--- src/hdl/delta_minmax_normalizer_top_macros.svh ---
// ----------------------------------------------------------------------------
// delta_minmax_normalizer_top_macros
// assertion macros shared by the normalizer modules
// ----------------------------------------------------------------------------
`ifndef DELTA_MINMAX_NORMALIZER_TOP_MACROS_SVH
`define DELTA_MINMAX_NORMALIZER_TOP_MACROS_SVH

`ifndef SYNTHESIS

// consequent must hold in the same cycle as the antecedent
`define DMN_ASSERT_SAME(lbl, clk, rst, ante, cons, msg) \
   lbl: assert property (@(posedge clk) disable iff (rst) (ante) |-> (cons)) else $error(msg);

// consequent must hold in the cycle after the antecedent
`define DMN_ASSERT_NEXT(lbl, clk, rst, ante, cons, msg) \
   lbl: assert property (@(posedge clk) disable iff (rst) (ante) |=> (cons)) else $error(msg);

`else

`define DMN_ASSERT_SAME(lbl, clk, rst, ante, cons, msg)
`define DMN_ASSERT_NEXT(lbl, clk, rst, ante, cons, msg)

`endif

`endif

--- src/hdl/dmn_pkg.sv ---
// ----------------------------------------------------------------------------
// dmn_pkg
// shared constants, codes and types of the delta min-max normalizer
// ----------------------------------------------------------------------------
package dmn_pkg;

   // storage geometry
   localparam int MAX_STEPS    = 1024;
   localparam int MAX_FEATURES = 8;
   localparam int STORE_DEPTH  = MAX_STEPS * MAX_FEATURES;
   localparam int ADDR_W       = $clog2(STORE_DEPTH);

   // field widths
   localparam int DATA_W  = 32;
   localparam int MODE_W  = 2;
   localparam int STEP_W  = 10;
   localparam int FEAT_W  = 3;
   localparam int FCNT_W  = 4;
   localparam int CSR_IDX_W = 2;

   // stream packing
   localparam int STEP_LSB    = 0;
   localparam int FEAT_LSB    = STEP_LSB + STEP_W;
   localparam int SAMPLE_LSB  = FEAT_LSB + FEAT_W;
   localparam int REQ_FIELDS_W = SAMPLE_LSB + DATA_W;
   localparam int REQ_TDATA_W = ((REQ_FIELDS_W + 7) / 8) * 8;
   localparam int RSP_TDATA_W = DATA_W;

   // divider: quotient bits below the saturation point
   localparam int PROD_W    = 2 * DATA_W;
   localparam int DIV_BITS  = DATA_W + 1;
   localparam int DIV_CNT_W = $clog2(DIV_BITS + 1);

   // signed limits
   localparam logic [DATA_W-1:0] INT_MAX = {1'b0, {(DATA_W-1){1'b1}}};
   localparam logic [DATA_W-1:0] INT_MIN = {1'b1, {(DATA_W-1){1'b0}}};

   // register indexes
   localparam logic [CSR_IDX_W-1:0] CSR_FEATURE_COUNT  = 2'd0;
   localparam logic [CSR_IDX_W-1:0] CSR_TRANSFORM_MODE = 2'd1;
   localparam logic [CSR_IDX_W-1:0] CSR_SCALE_MIN      = 2'd2;
   localparam logic [CSR_IDX_W-1:0] CSR_SCALE_MAX      = 2'd3;

   // register reset values
   localparam logic [FCNT_W-1:0] FEATURE_COUNT_RST  = 4'd5;
   localparam logic              TRANSFORM_MODE_RST = 1'b1;
   localparam logic [DATA_W-1:0] SCALE_MIN_RST      = 32'hFFFF_0000;
   localparam logic [DATA_W-1:0] SCALE_MAX_RST      = 32'h0001_0000;

   // item kinds
   typedef enum logic [MODE_W-1:0] {
      MODE_BASE   = 2'd0,
      MODE_SAMPLE = 2'd1,
      MODE_READ   = 2'd2,
      MODE_UNUSED = 2'd3
   } mode_type;

   // controller states
   typedef enum logic [2:0] {
      ST_IDLE,
      ST_EXEC,
      ST_PREP,
      ST_MUL,
      ST_CHK,
      ST_DIV,
      ST_FIN,
      ST_OUT
   } state_type;

   // configuration registers
   typedef struct packed {
      logic [FCNT_W-1:0] feature_count;
      logic              transform_mode;
      logic [DATA_W-1:0] scale_min;
      logic [DATA_W-1:0] scale_max;
   } cfg_type;

   // controller to datapath commands
   typedef struct packed {
      logic load;
      logic exec;
      logic prep;
      logic mul;
      logic chk;
      logic div;
      logic fin;
      logic out_load;
   } cmd_type;

   // datapath to controller status
   typedef struct packed {
      mode_type mode;
      logic     read_ok;
      logic     sat;
      logic     div_done;
      logic     out_free;
   } status_type;

endpackage

--- src/hdl/dmn_csr.sv ---
// ----------------------------------------------------------------------------
// dmn_csr
// configuration register file, write only
// ----------------------------------------------------------------------------
module dmn_csr
   import dmn_pkg::*;
(
   input  logic                 clock,
   input  logic                 reset,
   input  logic                 csr_wen,
   input  logic [CSR_IDX_W-1:0] csr_index,
   input  logic [DATA_W-1:0]    csr_wdata,
   output cfg_type              cfg
);

   cfg_type cfg_ff;
   cfg_type cfg_in;

   // register write decode
   always_comb begin
      cfg_in = cfg_ff;
      if (csr_wen) begin
         case (csr_index)
            CSR_FEATURE_COUNT:  cfg_in.feature_count  = csr_wdata[FCNT_W-1:0];
            CSR_TRANSFORM_MODE: cfg_in.transform_mode = csr_wdata[0];
            CSR_SCALE_MIN:      cfg_in.scale_min      = csr_wdata;
            CSR_SCALE_MAX:      cfg_in.scale_max      = csr_wdata;
            default:            cfg_in = cfg_ff;
         endcase
      end
   end

   // register state
   always_ff @(posedge clock) begin
      if (reset) begin
         cfg_ff.feature_count  <= FEATURE_COUNT_RST;
         cfg_ff.transform_mode <= TRANSFORM_MODE_RST;
         cfg_ff.scale_min      <= SCALE_MIN_RST;
         cfg_ff.scale_max      <= SCALE_MAX_RST;
      end else begin
         cfg_ff <= cfg_in;
      end
   end

   assign cfg = cfg_ff;

endmodule

--- config.mk ---
export PLATFORM = sky130hd
export DESIGN_NAME = dmn_csr
export DESIGN_NICKNAME = d
export VERILOG_FILES = /design/src/hdl/delta_minmax_normalizer_top_macros.svh /design/src/hdl/dmn_pkg.sv /design/src/hdl/dmn_csr.sv
export SDC_FILE = /design/constraint.sdc
export NUM_CORES = 1
export LEC_CHECK = 0
export ABC_AREA = 1
export BUFFER_PORTS_ARGS = -buffer_cell sky130_fd_sc_hd__buf_4
export CAP_MARGIN = 40
export CORE_MARGIN = 2
export CORE_UTILIZATION = 30
export CTS_CLUSTER_SIZE = 40
export DETAILED_ROUTE_END_ITERATION = 8
export GPL_ROUTABILITY_DRIVEN = 0
export HOLD_SLACK_MARGIN = 0.15
export SYNTH_ARGS = -nofsm -noshare
export SYNTH_HDL_FRONTEND = slang
export SYNTH_SLANG_ARGS = --single-unit
--- constraint.sdc ---
create_clock -name clock -period 1 [get_ports clock]
set_clock_uncertainty 0.15 [all_clocks]
set_input_delay 0.1 -clock clock [delete_from_list [all_inputs] [get_ports clock]]
set_output_delay 0.1 -clock clock [all_outputs]
set_load 0.02 [all_outputs]
# Word-level counts from Yosys, hierarchy flattened
# Cells that the tools add are included.
dict set report classes {
  eq_ne 3
  reduce_logical 5
}
# operator count
set ops {}
lappend ops {{$reduce_and 2->1} 4}
lappend ops {{$eq 2x2->1 const B} 2}
lappend ops {{$eq 2x1->1 const B} 1}
lappend ops {{$logic_not 2->1} 1}
dict set report totals {
  register_bits 69
  input_bits 37
  out_inout_bits 69
  wordCells 12
}

# Longest topological paths before layout
dict set report logic_depth {
  word_depth 2
  ltp_mapped 7
  depth_no_buf 5
}

# Worst setup path after synthesis
# OpenSTA, ideal clock, no wires.
dict set report synth_timing {
  path_type {input to register}
  startpoint {input port csr_index[0]}
  endpoint {register cfg_ff (netlist bit cfg[48])}
  setup_time_ps 130
  arrival_time_ps 768
  required_ps 720
  setup_slack_ps -48
  path_stages 7
  n_path_buf 3
  path_cell_list {buf_4 inv_1 nand3_1 buf_4 buf_6 nand2_1 nand3_1}
}
dict set report synth_between {
  elab_chain_cells 2
}
# element line_no
set synth_lines {}
lappend synth_lines {{from (decl)} dmn_csr.sv:11} ;# input logic [CSR_IDX_W-1:0] csr_index,
lappend synth_lines {{$eq 2x2->1} dmn_csr.sv:23} ;# case (csr_index)
lappend synth_lines {{$reduce_and 2->1 (no source line)} n/a}
lappend synth_lines {{to (signal assigned)} dmn_csr.sv:41} ;# cfg_ff <= cfg_in;
lappend synth_lines {{to (decl)} dmn_csr.sv:16} ;# cfg_type cfg_ff;
# No other way between the ends.
# A chain may end at the register's enable or synchronous reset.

# Worst setup path after layout
dict set report layout_timing {
  startpoint {register cfg_ff (netlist bit cfg[56])}
  endpoint {output port cfg[56] (netlist name)}
}
# element line_no
set layout_rtl {}
lappend layout_rtl {{to (decl)} dmn_csr.sv:13} ;# output cfg_type cfg
# No word-level cell between the ends.

==> key figures <==
Global routing
  – Largest net degree at the start of global routing: 38
  – Initial antenna violation count: 0
  – Global-route wire length before repair: 12000 µm
  – Gr ovfl total: 0
  – Gr usage total: 15.1%
  – Vias in the first global route: 2594

Worst setup path
  – Critical path capture point type: output pin
  – CP max FO: 2
  – Worst Path Buf+Inv: 1
  – Critical path's top delay family: flip-flops
  – Crit path kind: flop to output pin
  – Slowest cell on the critical path: dfxtp_2
  – Worst R2R Path Depth: 5
  – Required time of the critical path: 0.75 ns
  – CP max stage delay: 0.35 ns
  – Crit path launch type: flop
  – WP depth: 1
  – FF-to-FF End: cfg[18]
  – CP arrival: 0.80 ns
  – Worst Setup SP: cfg[56]
  – R2R Setup Slk: 0.12 ns
  – Worst-path cell chain: buf_6
  – Reg2reg start: cfg[18]

Timing
  – Slew HR: 88.9%
  – Fin. Hold Viols: 1
  – Tcrit/Tclk final: 105%
  – Crit path time final: 1.05 ns
  – Endpoints failing setup: 69
  – Fin worst setup slack: -0.0525 ns
  – Fmax: 0.950 GHz
  – Worst Hold Margin: -0.0546 ns
  – Final Max Tran Viols: 0
  – Setup TNS: -2.53 ns
  – RSZ-0062 raised after global routing: yes
  – Worst Tran Pin Value: 0.166 ns

Run status
  – Failing checks: negative hold slack, negative setup slack
  – Status: finished, violations left

Clock network
  – H-tree depth: 3
  – TritonCTS Buffers: 9
  – Clk_lat worst skew: 0.33 ns
  – Clk slew on worst S/H paths: 0.08 ns
  – CTS Hold Bufs: 33
  – CTS max path bufs: 2
  – Root buffer cell: clkbuf_8
  – Clk sink count: 69
  – TritonCTS clock tree: yes

Finish
  – Most frequent cells in the layout: nand2_1 (134), nor2_1 (97), dfxtp_2 (69), buf_6 (69), inv_1 (50)
  – Layout area overhead: 71.1%
  – # diodes: 0
  – Max reg flops: 69
  – Register area: 1470 µm²
  – Commonest non-fill, non-tap cell in the layout: nand2_1
  – Share of cells above drive strength 1: 38.5%
  – Area occupied by multi-input gates: 1040 µm²
  – # nets final: 590
  – FILL cells: 840
  – Final non-filler cell area: 4670 µm²

Worst hold path
  – Hold path endpoint: cfg[16]
  – HP Class: input pin to flop
  – Hold Path Stages: 3
  – Hold Startpoint: csr_index[1]

Die
  – Die ar.: 9880 µm²
  – # IOs: 106
  – Starting Density: 31.1%
  – Core area: 8760 µm²
  – DIE WIDTH: 99.4 µm
  – FP Rows: 34
  – Chip Height: 99.4 µm

Yosys
  – Syn Inst Count: 405
  – Dominant cell type by area after synthesis: dfxtp_1
  – Synth Area in Compound Gates: 0.367%
  – Multiplexer share of the synthesized area: 0%
  – #FFs+latches synth: 69
  – Synth area leaders: dfxtp_1 (51%), nand2_1 (18%), nor2_1 (13%)
  – Post-synthesis adder-cell area fraction: 0%
  – Xor and xnor area share after synthesis: 0%
  – Syn Std Cell Area: 2730 µm²
  – Simple-gate share of the synthesized area: 37.6%
  – Mapped Nets: 442
  – Largest family of logic cells by synthesized area: simple AND/OR/NAND/NOR gates
  – Yosys cell types: 14
  – Ys Warns: 0
  – Yosys top cell area share: 50.6%
  – Sequential area share after synthesis: 50.6%
  – Syn_area_per_cell: 6.74 µm²

Routing
  – DRT antenna net count: 0
  – Iter 0 DRT Violations: 75
  – Via count: 2811
  – DR pass1 iterations: 4
  – DRT Wirelength: 7510 µm
  – Mean routed wirelength per cell: 11.3 µm
  – Drt drc: 0
  – Via density per instance: 4.22

Job
  – Max cap viols: 0

Power and ir drop
  – LEAKAGE: 2.43 nW
  – Sw frac: 26.3%
  – VDD IR max: 0.910 mV
  – PD cells: 1440 nW/µm²
  – Sw power: 1.76 mW
  – Clock network power share: 36.8%
  – Share of power burned in registers: 45.1%
  – Combinational Power Share: 18.1%
  – Cell internal pwr: 4.94 mW

Placed design
  – DP Area: 3710 µm²
  – Dpl hpwl: 4770 µm
  – I/O Buffers: 105
  – DP Worst Slack: -0.0397 ns
[cells in the mapped netlist]
library cell and count:
a21oi_1 2, nor2_1 97, clkinv_1 1, buf_2 9, buf_6 2, buf_4 3, inv_1 51, nand4_1 2
nand3_1 26, nor2_2 1, dfxtp_1 69, clkbuf_1 7, nand2_1 134, nand3_2 1
[tightest hold or removal path, stage by stage]
cell and delay (ns):
buf_4 0.12, nand4_1 0.10, nand3_1 0.07
[final cells by class]
type | instances | share of cell area, %
clock buffer | 9 | 2.65
clock inverter | 7 | 1.93
inverter | 52 | 4.18
multi-input combinational | 263 | 22.3
sequential | 69 | 31.4
tap | 108 | 2.89
timing repair buffer | 158 | 34.6
[metal layers]
metal | share of wire, % | global-route usage (%) | wire length (µm)
met2 | 50 | 26.4 | 3770
met1 | 43 | 17.5 | 3250
met5 | 0 | 0 | 0
met3 | 5.5 | 4.15 | 410
met4 | 1.0 | 5.69 | 78
[metrics by stage]
stage | cells | utilization, % | hold slack [ns] | power [mW]
finish | 666 | 53.3 | -0.0546 | 6.71
global placement | 608 | 42.3 | 0.160 | 4.02
detailed placement | 608 | 42.3 | 0.163 | 4.04
global route | 666 | 53.3 | -0.0566 | 7.05
floorplan | 405 | - | 0.0632 | 3.55
CTS | 659 | 52.7 | -0.0786 | 6.79
[worst max path at each step]
stage,to,slack (ns)
3_5_place_dp,cfg[32],-0.04
5_1_grt,cfg[63],-0.09
2_1_floorplan,cfg[48],0.002
4_1_cts,cfg[63],-0.08
3_3_place_gp,cfg[19],-0.006
6_report,cfg[56],-0.05
[power groups by stage]
stage	registers (mW)	logic, mW	clock network (mW)
floorplan	3.20	0.348	0
global placement	3.03	0.990	0
detailed placement	3.03	1.00	0
CTS	3.03	1.20	2.56
global route	3.04	1.33	2.68
finish	3.03	1.21	2.47
[timing repair]
action,in CTS,in global routing
resized for setup,138,0
gates cloned,0,0
hold endpoints to repair,69,69
buffers inserted,2,7
setup endpoints to repair,69,69
[logic make-up after synthesis]
family | Yosys count
flip-flops | 69
AND/OR/NAND/NOR | 261
buffers and inverters | 73
AO/OA/AOI/OAI | 2
Power figures use the tool's default switching activity.
