## config.mk

```make
export PLATFORM = sky130hd
export DESIGN_NAME = dmn_ctrl
export DESIGN_NICKNAME = d
export VERILOG_FILES = /design/src/hdl/dmn_pkg.sv /design/src/hdl/dmn_ctrl.sv
export VERILOG_INCLUDE_DIRS = /design/src /design/src/hdl
export SDC_FILE = /design/constraint.sdc
export NUM_CORES = 1
export LEC_CHECK = 0
export ABC_CLOCK_PERIOD_IN_PS = 1300
export CAP_MARGIN = 20
export CORE_AREA = 2 2 39 41
export DETAILED_ROUTE_END_ITERATION = 10
export DIE_AREA = 0 0 41 43
export DONT_BUFFER_PORTS = 1
export MAX_ROUTING_LAYER = met4
export SLEW_MARGIN = 20
export SYNTH_ARGS = -nofsm -noshare
export SYNTH_HDL_FRONTEND = slang
export SYNTH_SLANG_ARGS = --single-unit
```

## constraint.sdc

```tcl
create_clock -name clock -period 1.3 [get_ports clock]
set_input_delay 0.195 -clock clock [delete_from_list [all_inputs] [get_ports clock]]
set_output_delay 0.195 -clock clock [all_outputs]
set_load 0.02 [all_outputs]
```

## src/hdl/delta_minmax_normalizer_top_macros.svh

```systemverilog
// ----------------------------------------------------------------------------
// delta_minmax_normalizer_top_macros
// assertion macros shared by the normalizer modules
// ----------------------------------------------------------------------------
`ifndef DELTA_MINMAX_NORMALIZER_TOP_MACROS_SVH
`define DELTA_MINMAX_NORMALIZER_TOP_MACROS_SVH

`ifndef SYNTHESIS

// consequent must hold in the same cycle as the antecedent
`define DMN_ASSERT_SAME(lbl, clk, rst, ante, cons, msg) \
   lbl: assert property (@(posedge clk) disable iff (rst) (ante) |-> (cons)) else $error(msg);

// consequent must hold in the cycle after the antecedent
`define DMN_ASSERT_NEXT(lbl, clk, rst, ante, cons, msg) \
   lbl: assert property (@(posedge clk) disable iff (rst) (ante) |=> (cons)) else $error(msg);

`else

`define DMN_ASSERT_SAME(lbl, clk, rst, ante, cons, msg)
`define DMN_ASSERT_NEXT(lbl, clk, rst, ante, cons, msg)

`endif

`endif

```

## src/hdl/dmn_pkg.sv

```systemverilog
// ----------------------------------------------------------------------------
// dmn_pkg
// shared constants, codes and types of the delta min-max normalizer
// ----------------------------------------------------------------------------
package dmn_pkg;

   // storage geometry
   localparam int MAX_STEPS    = 1024;
   localparam int MAX_FEATURES = 8;
   localparam int STORE_DEPTH  = MAX_STEPS * MAX_FEATURES;
   localparam int ADDR_W       = $clog2(STORE_DEPTH);

   // field widths
   localparam int DATA_W  = 32;
   localparam int MODE_W  = 2;
   localparam int STEP_W  = 10;
   localparam int FEAT_W  = 3;
   localparam int FCNT_W  = 4;
   localparam int CSR_IDX_W = 2;

   // stream packing
   localparam int STEP_LSB    = 0;
   localparam int FEAT_LSB    = STEP_LSB + STEP_W;
   localparam int SAMPLE_LSB  = FEAT_LSB + FEAT_W;
   localparam int REQ_FIELDS_W = SAMPLE_LSB + DATA_W;
   localparam int REQ_TDATA_W = ((REQ_FIELDS_W + 7) / 8) * 8;
   localparam int RSP_TDATA_W = DATA_W;

   // divider: quotient bits below the saturation point
   localparam int PROD_W    = 2 * DATA_W;
   localparam int DIV_BITS  = DATA_W + 1;
   localparam int DIV_CNT_W = $clog2(DIV_BITS + 1);

   // signed limits
   localparam logic [DATA_W-1:0] INT_MAX = {1'b0, {(DATA_W-1){1'b1}}};
   localparam logic [DATA_W-1:0] INT_MIN = {1'b1, {(DATA_W-1){1'b0}}};

   // register indexes
   localparam logic [CSR_IDX_W-1:0] CSR_FEATURE_COUNT  = 2'd0;
   localparam logic [CSR_IDX_W-1:0] CSR_TRANSFORM_MODE = 2'd1;
   localparam logic [CSR_IDX_W-1:0] CSR_SCALE_MIN      = 2'd2;
   localparam logic [CSR_IDX_W-1:0] CSR_SCALE_MAX      = 2'd3;

   // register reset values
   localparam logic [FCNT_W-1:0] FEATURE_COUNT_RST  = 4'd5;
   localparam logic              TRANSFORM_MODE_RST = 1'b1;
   localparam logic [DATA_W-1:0] SCALE_MIN_RST      = 32'hFFFF_0000;
   localparam logic [DATA_W-1:0] SCALE_MAX_RST      = 32'h0001_0000;

   // item kinds
   typedef enum logic [MODE_W-1:0] {
      MODE_BASE   = 2'd0,
      MODE_SAMPLE = 2'd1,
      MODE_READ   = 2'd2,
      MODE_UNUSED = 2'd3
   } mode_type;

   // controller states
   typedef enum logic [2:0] {
      ST_IDLE,
      ST_EXEC,
      ST_PREP,
      ST_MUL,
      ST_CHK,
      ST_DIV,
      ST_FIN,
      ST_OUT
   } state_type;

   // configuration registers
   typedef struct packed {
      logic [FCNT_W-1:0] feature_count;
      logic              transform_mode;
      logic [DATA_W-1:0] scale_min;
      logic [DATA_W-1:0] scale_max;
   } cfg_type;

   // controller to datapath commands
   typedef struct packed {
      logic load;
      logic exec;
      logic prep;
      logic mul;
      logic chk;
      logic div;
      logic fin;
      logic out_load;
   } cmd_type;

   // datapath to controller status
   typedef struct packed {
      mode_type mode;
      logic     read_ok;
      logic     sat;
      logic     div_done;
      logic     out_free;
   } status_type;

endpackage

```

## src/hdl/dmn_ctrl.sv

```systemverilog
// ----------------------------------------------------------------------------
// dmn_ctrl
// sequencer for item decode, scaling multiply and iterative divide
// ----------------------------------------------------------------------------
`include "delta_minmax_normalizer_top_macros.svh"

module dmn_ctrl
   import dmn_pkg::*;
(
   input  logic       clock,
   input  logic       reset,
   input  logic       req_tvalid,
   output logic       req_tready,
   input  status_type status,
   output cmd_type    cmd
);

   state_type state_ff;
   state_type state_in;

   // next state
   always_comb begin
      state_in = state_ff;
      case (state_ff)
         ST_IDLE: begin
            if (req_tvalid) state_in = ST_EXEC;
         end
         ST_EXEC: begin
            if (status.mode == MODE_READ) begin
               state_in = status.read_ok ? ST_PREP : ST_OUT;
            end else begin
               state_in = ST_IDLE;
            end
         end
         ST_PREP: state_in = ST_MUL;
         ST_MUL:  state_in = ST_CHK;
         ST_CHK: begin
            state_in = status.sat ? ST_FIN : ST_DIV;
         end
         ST_DIV: begin
            if (status.div_done) state_in = ST_FIN;
         end
         ST_FIN: state_in = ST_OUT;
         ST_OUT: begin
            if (status.out_free) state_in = ST_IDLE;
         end
         default: state_in = ST_IDLE;
      endcase
   end

   // command outputs
   always_comb begin
      cmd        = '0;
      req_tready = 1'b0;
      case (state_ff)
         ST_IDLE: begin
            req_tready = 1'b1;
            cmd.load   = req_tvalid;
         end
         ST_EXEC: cmd.exec = 1'b1;
         ST_PREP: cmd.prep = 1'b1;
         ST_MUL:  cmd.mul  = 1'b1;
         ST_CHK:  cmd.chk  = 1'b1;
         ST_DIV:  cmd.div  = 1'b1;
         ST_FIN:  cmd.fin  = 1'b1;
         ST_OUT:  cmd.out_load = status.out_free;
         default: cmd = '0;
      endcase
   end

   // state register
   always_ff @(posedge clock) begin
      if (reset) begin
         state_ff <= ST_IDLE;
      end else begin
         state_ff <= state_in;
      end
   end

   // checks
   `DMN_ASSERT_SAME(a_out_load_free, clock, reset, cmd.out_load, status.out_free, "result loaded over a pending transfer")
   `DMN_ASSERT_NEXT(a_accept_exec, clock, reset, req_tvalid && req_tready, state_ff == ST_EXEC, "accepted item not decoded")
   `DMN_ASSERT_NEXT(a_div_to_fin, clock, reset, (state_ff == ST_DIV) && status.div_done, state_ff == ST_FIN, "divide did not finish")

endmodule

```

; ---- Word-level counts from Yosys, hierarchy flattened
; Index checks and enable logic that the tools add are counted.
[classes]
eq_ne = 11
mux = 16
n_reduce_logical = 2
[op_table]
columns = operator, count
row1 = case mux 3 bit (8 select lines), 1
row2 = two-way mux 3 bit, 5
row3 = "equality test 3 bit, second input constant", 4
row4 = two-way mux 1 bit, 9
row5 = "equality test 3 x 2 -> 1 bit, second input constant", 2
row6 = "inequality test 2 bit, second input constant", 3
row7 = "equality test 3 x 1 -> 1 bit, second input constant", 1
row8 = logical NOT 3 bit, 1
row9 = AND reduction 3 bit, 1
row10 = "equality test 2 bit, second input constant", 1
row11 = two-way mux 2 bit, 1
[totals]
regBits = 3
word_cells = 30

; ---- Depth between registers and ports, before layout
[depth]
ltp_word = 3
depth_mapped = 4
depth_no_buf = 3

; ---- Least setup slack after synthesis
; No wires, ideal clock.
[synth_timing]
path_kind = reg-to-output
from = register state_ff[1]
to = output cmd[7] in the netlist's numbering
t_arrival_ns = 1.136
t_required_ns = 1.105
slack_ns = -0.031
stages_incl_launch_ff = 4
cell_sequence = dfxtp_1 -> buf_6 -> nor3_2 -> and2_1
[synth_rtl]
columns = element, line_no
row1 = "start, declared", dmn_ctrl.sv:18  ; state_type state_ff;
row2 = "start signal, assigned", dmn_ctrl.sv:76  ; state_ff <= state_in;
row3 = "end, declared", dmn_ctrl.sv:15  ; output cmd_type cmd

==> Flow_metrics.wiki <==
{| class="wikitable"
! Metric !! Value
|-
| Outcome || finished clean
|-
| Family with the most delay on the worst path || flip-flops
|-
| Half-perimeter wire length of the detailed placement result || 629 um
|-
| DR vias || 319
|-
| Slowest CP cell || dfxtp_4
|-
| CTS buffer count || 3
|-
| Least-Margin Pin Slew || 0.297 ns
|-
| Remaining max-slew budget at the tightest pin || 80.2%
|-
| Buffer count from post-CTS setup fixing || 0
|-
| Startpoint class of the critical path || register
|-
| Number of library cell types mapped by synthesis || 23
|-
| Clock slew at reported path FFs || 0.04 ns
|-
| Synthesized area divided by synthesized cell count || 7.41 um^2
|-
| Share of layout cells above drive strength 1 || 52.9%
|-
| Total routing resource utilization after global routing || 13.0%
|-
| Initial core utilization || 20.3%
|-
| Power Density || 1110 nW/um^2
|-
| Final Hold Fails || 0
|-
| Fin. max-slew vios || 0
|-
| Die boundary width || 41 um
|-
| Synth warnings || 0
|-
| Highest net fanout along the worst path || 7
|-
| Crit path setup slack, layout || 0.0212 ns
|-
| Wire length of the first global-routing pass || 1.38 mm
|-
| RSZ-0062 raised after global routing || true
|-
| Most flops, register || state_ff
|-
| Fmax achieved || 0.782 GHz
|-
| TritonCTS clock tree || done
|-
| Logic depth of the worst register-to-register path || 3
|-
| Worst skew pair latency || 0.24 ns
|-
| Critical path capture point type || output port
|-
| Arr. time, crit path || 1.08 ns
|-
| Number of standard cells after synthesis || 38
|-
| Number of antenna violations at the first check in global routing || 0
|-
| Most common cell after layout, fill and taps aside || buf_4
|-
| Maximum capacitance violations || 0
|-
| Average wire per cell in the routed design || 12.5 um
|-
| Endpoint of the worst-slack reg-to-reg timing path || state_ff[1]
|-
| Critical path endpoint || cmd[2]
|-
| Final wirelength || 835 um
|-
| H-tree lvl count || 1
|-
| Number of stages on the worst setup path || 3
|-
| Max incr delay on CP || 0.36 ns
|-
| Number of placed I/O pins || 18
|-
| Die Span Y || 43 um
|-
| Cell at the root of the clock tree || clkbuf_4
|-
| Buffering stage count on the worst path with inverters included || 2
|-
| Final period utilization || 98.4%
|-
| Largest net degree at the start of global routing || 12
|-
| #FFs+latches synth || 3
|-
| Layout net count || 61
|-
| Aggregate global routing overflow || 0
|-
| Time the final worst path needs with I/O delays and setup || 1.28 ns
|-
| Static leakage || 0.187 nW
|-
| DIE AREA || 1760 um^2
|-
| DRT iter0 DRCs || 2
|-
| Clock Skew || 0.00374 ns
|-
| Layout Utilization || 31.7%
|-
| ANT cells || 0
|-
| Netlist Area Pre-Place || 282 um^2
|-
| Largest regs || state_ff: 3 flops
|-
| Start point of the critical path || state_ff[1]
|-
| Number of iterations in the first detailed-routing pass || 4
|-
| Number of vias per cell after detailed routing || 4.76
|-
| Series of cell instances along the critical path || buf_4 > nor3_2 > buf_4
|-
| Register-to-register setup slack || 0.24 ns
|-
| Total number of placement rows || 14
|-
| Post-route ant nets || 0
|-
| Critical Setup Path Class || register to output port
|-
| Hold WC Path Type || input port to register
|-
| Cell occurring most often along the worst timing path || buf_4
|-
| Setup TNS || 0 ns
|-
| Portion of the post-synthesis area used by sequential elements || 21.3%
|-
| Sum of internal, switching and leakage power || 0.486 mW
|-
| Number of clock sinks || 3
|-
| Routability cong. || 0.810
|-
| Max FFs per register || 3
|-
| Setup WS pre-CTS || 0.0476 ns
|-
| Worst endpoint required time || 1.11 ns
|-
| Setup-violating endpoint count in the final report || 0
|-
| Number of input and output port buffers inserted || 0
|-
| VDD IR-drop max || 506 uV
|-
| Placeable Area || 1380 um^2
|-
| Synthesized netlist net count || 47
|-
| Clk buf depth || 2
|-
| Post-synthesis to final-layout area growth || 56.0%
|-
| Most frequent cells in the layout || 11 x buf_4, 4 x inv_1, 4 x nor3_2
|-
| Vias in the first global route || 312
|-
| Number of remaining DRC errors || 0
|-
| Cell area after placement || 367 um^2
|-
| Final Instance Area || 439 um^2
|-
| Worst r2r src || state_ff[2]
|}
## cells in the mapped netlist (all sizes together)
cell type | instances | share of area (%)
nor2b | 2 | 4.4
nor3b | 2 | 7.1
a21o | 2 | 5.3
or3b | 1 | 3.1
a221oi | 1 | 5.3
dfxtp | 3 | 21
a211oi | 1 | 2.7
nand2 | 2 | 2.7
and2 | 1 | 2.2
nor3 | 5 | 11
a31oi | 2 | 4.4
and2b | 1 | 2.7
inv | 4 | 5.3
buf | 3 | 8.4
a21oi | 1 | 1.8
o21ai | 4 | 8.4
nor2 | 3 | 4.0
## cells by family (layout without fill, tap and decap cells)
group / count (synthesis) / after routing / synth area share [%]
AND/OR/NAND/NOR: 17 / 17 / 36.9
AO/OA/AOI/OAI: 11 / 11 / 28.0
buffers and inverters: 7 / 20 / 13.8
flip-flops: 3 / 3 / 21.3
## through the flow
step | cells | hold WS, ns
after floorplan | 38 | 0.261
after global routing | 67 | 0.00576
after global placement | 62 | 0.265
final | 67 | 0.0218
after detailed placement | 62 | 0.268
after CTS | 66 | 0.00770
## layer usage
layer | GRT usage [%] | up-vias | share of wire, %
li1 | - | 158 | -
met1 | 14.1 | 137 | 38
met2 | 15.9 | 19 | 46
met3 | 8.38 | 5 | 12
met4 | 10.0 | 0 | 3.7
met5 | - | - | 0
## worst min-delay path by stage
stage,from,end,cells after the start
after detailed placement,reset,state_ff[1],1
after CTS,reset,state_ff[1],1
after global routing,reset,state_ff[2],1
after floorplan,reset,state_ff[1],1
after global placement,reset,state_ff[1],1
final,reset,state_ff[2],1
## layout make-up
cell class	count	area (um^2)
fill	146	945
multi-input combinational	28	214
timing repair buffer	12	92.6
sequential	3	71.3
clock buffer	4	26.3
tap	16	20.0
inverter	4	15.0
## power by group
group          switching [mW]  total [mW]  internal, mW
Sequential             0.0306       0.136         0.105
Combinational          0.0919       0.179        0.0870
Clock                  0.0558       0.171         0.116
## repair_timing
item                                    CTS  global route
endpoints found under the setup margin    8             7
endpoints found under the hold margin     0             1
gates resized for setup                  10             3
hold buffers                              0             1
Note: power is estimated with default switching activity, not from simulation.
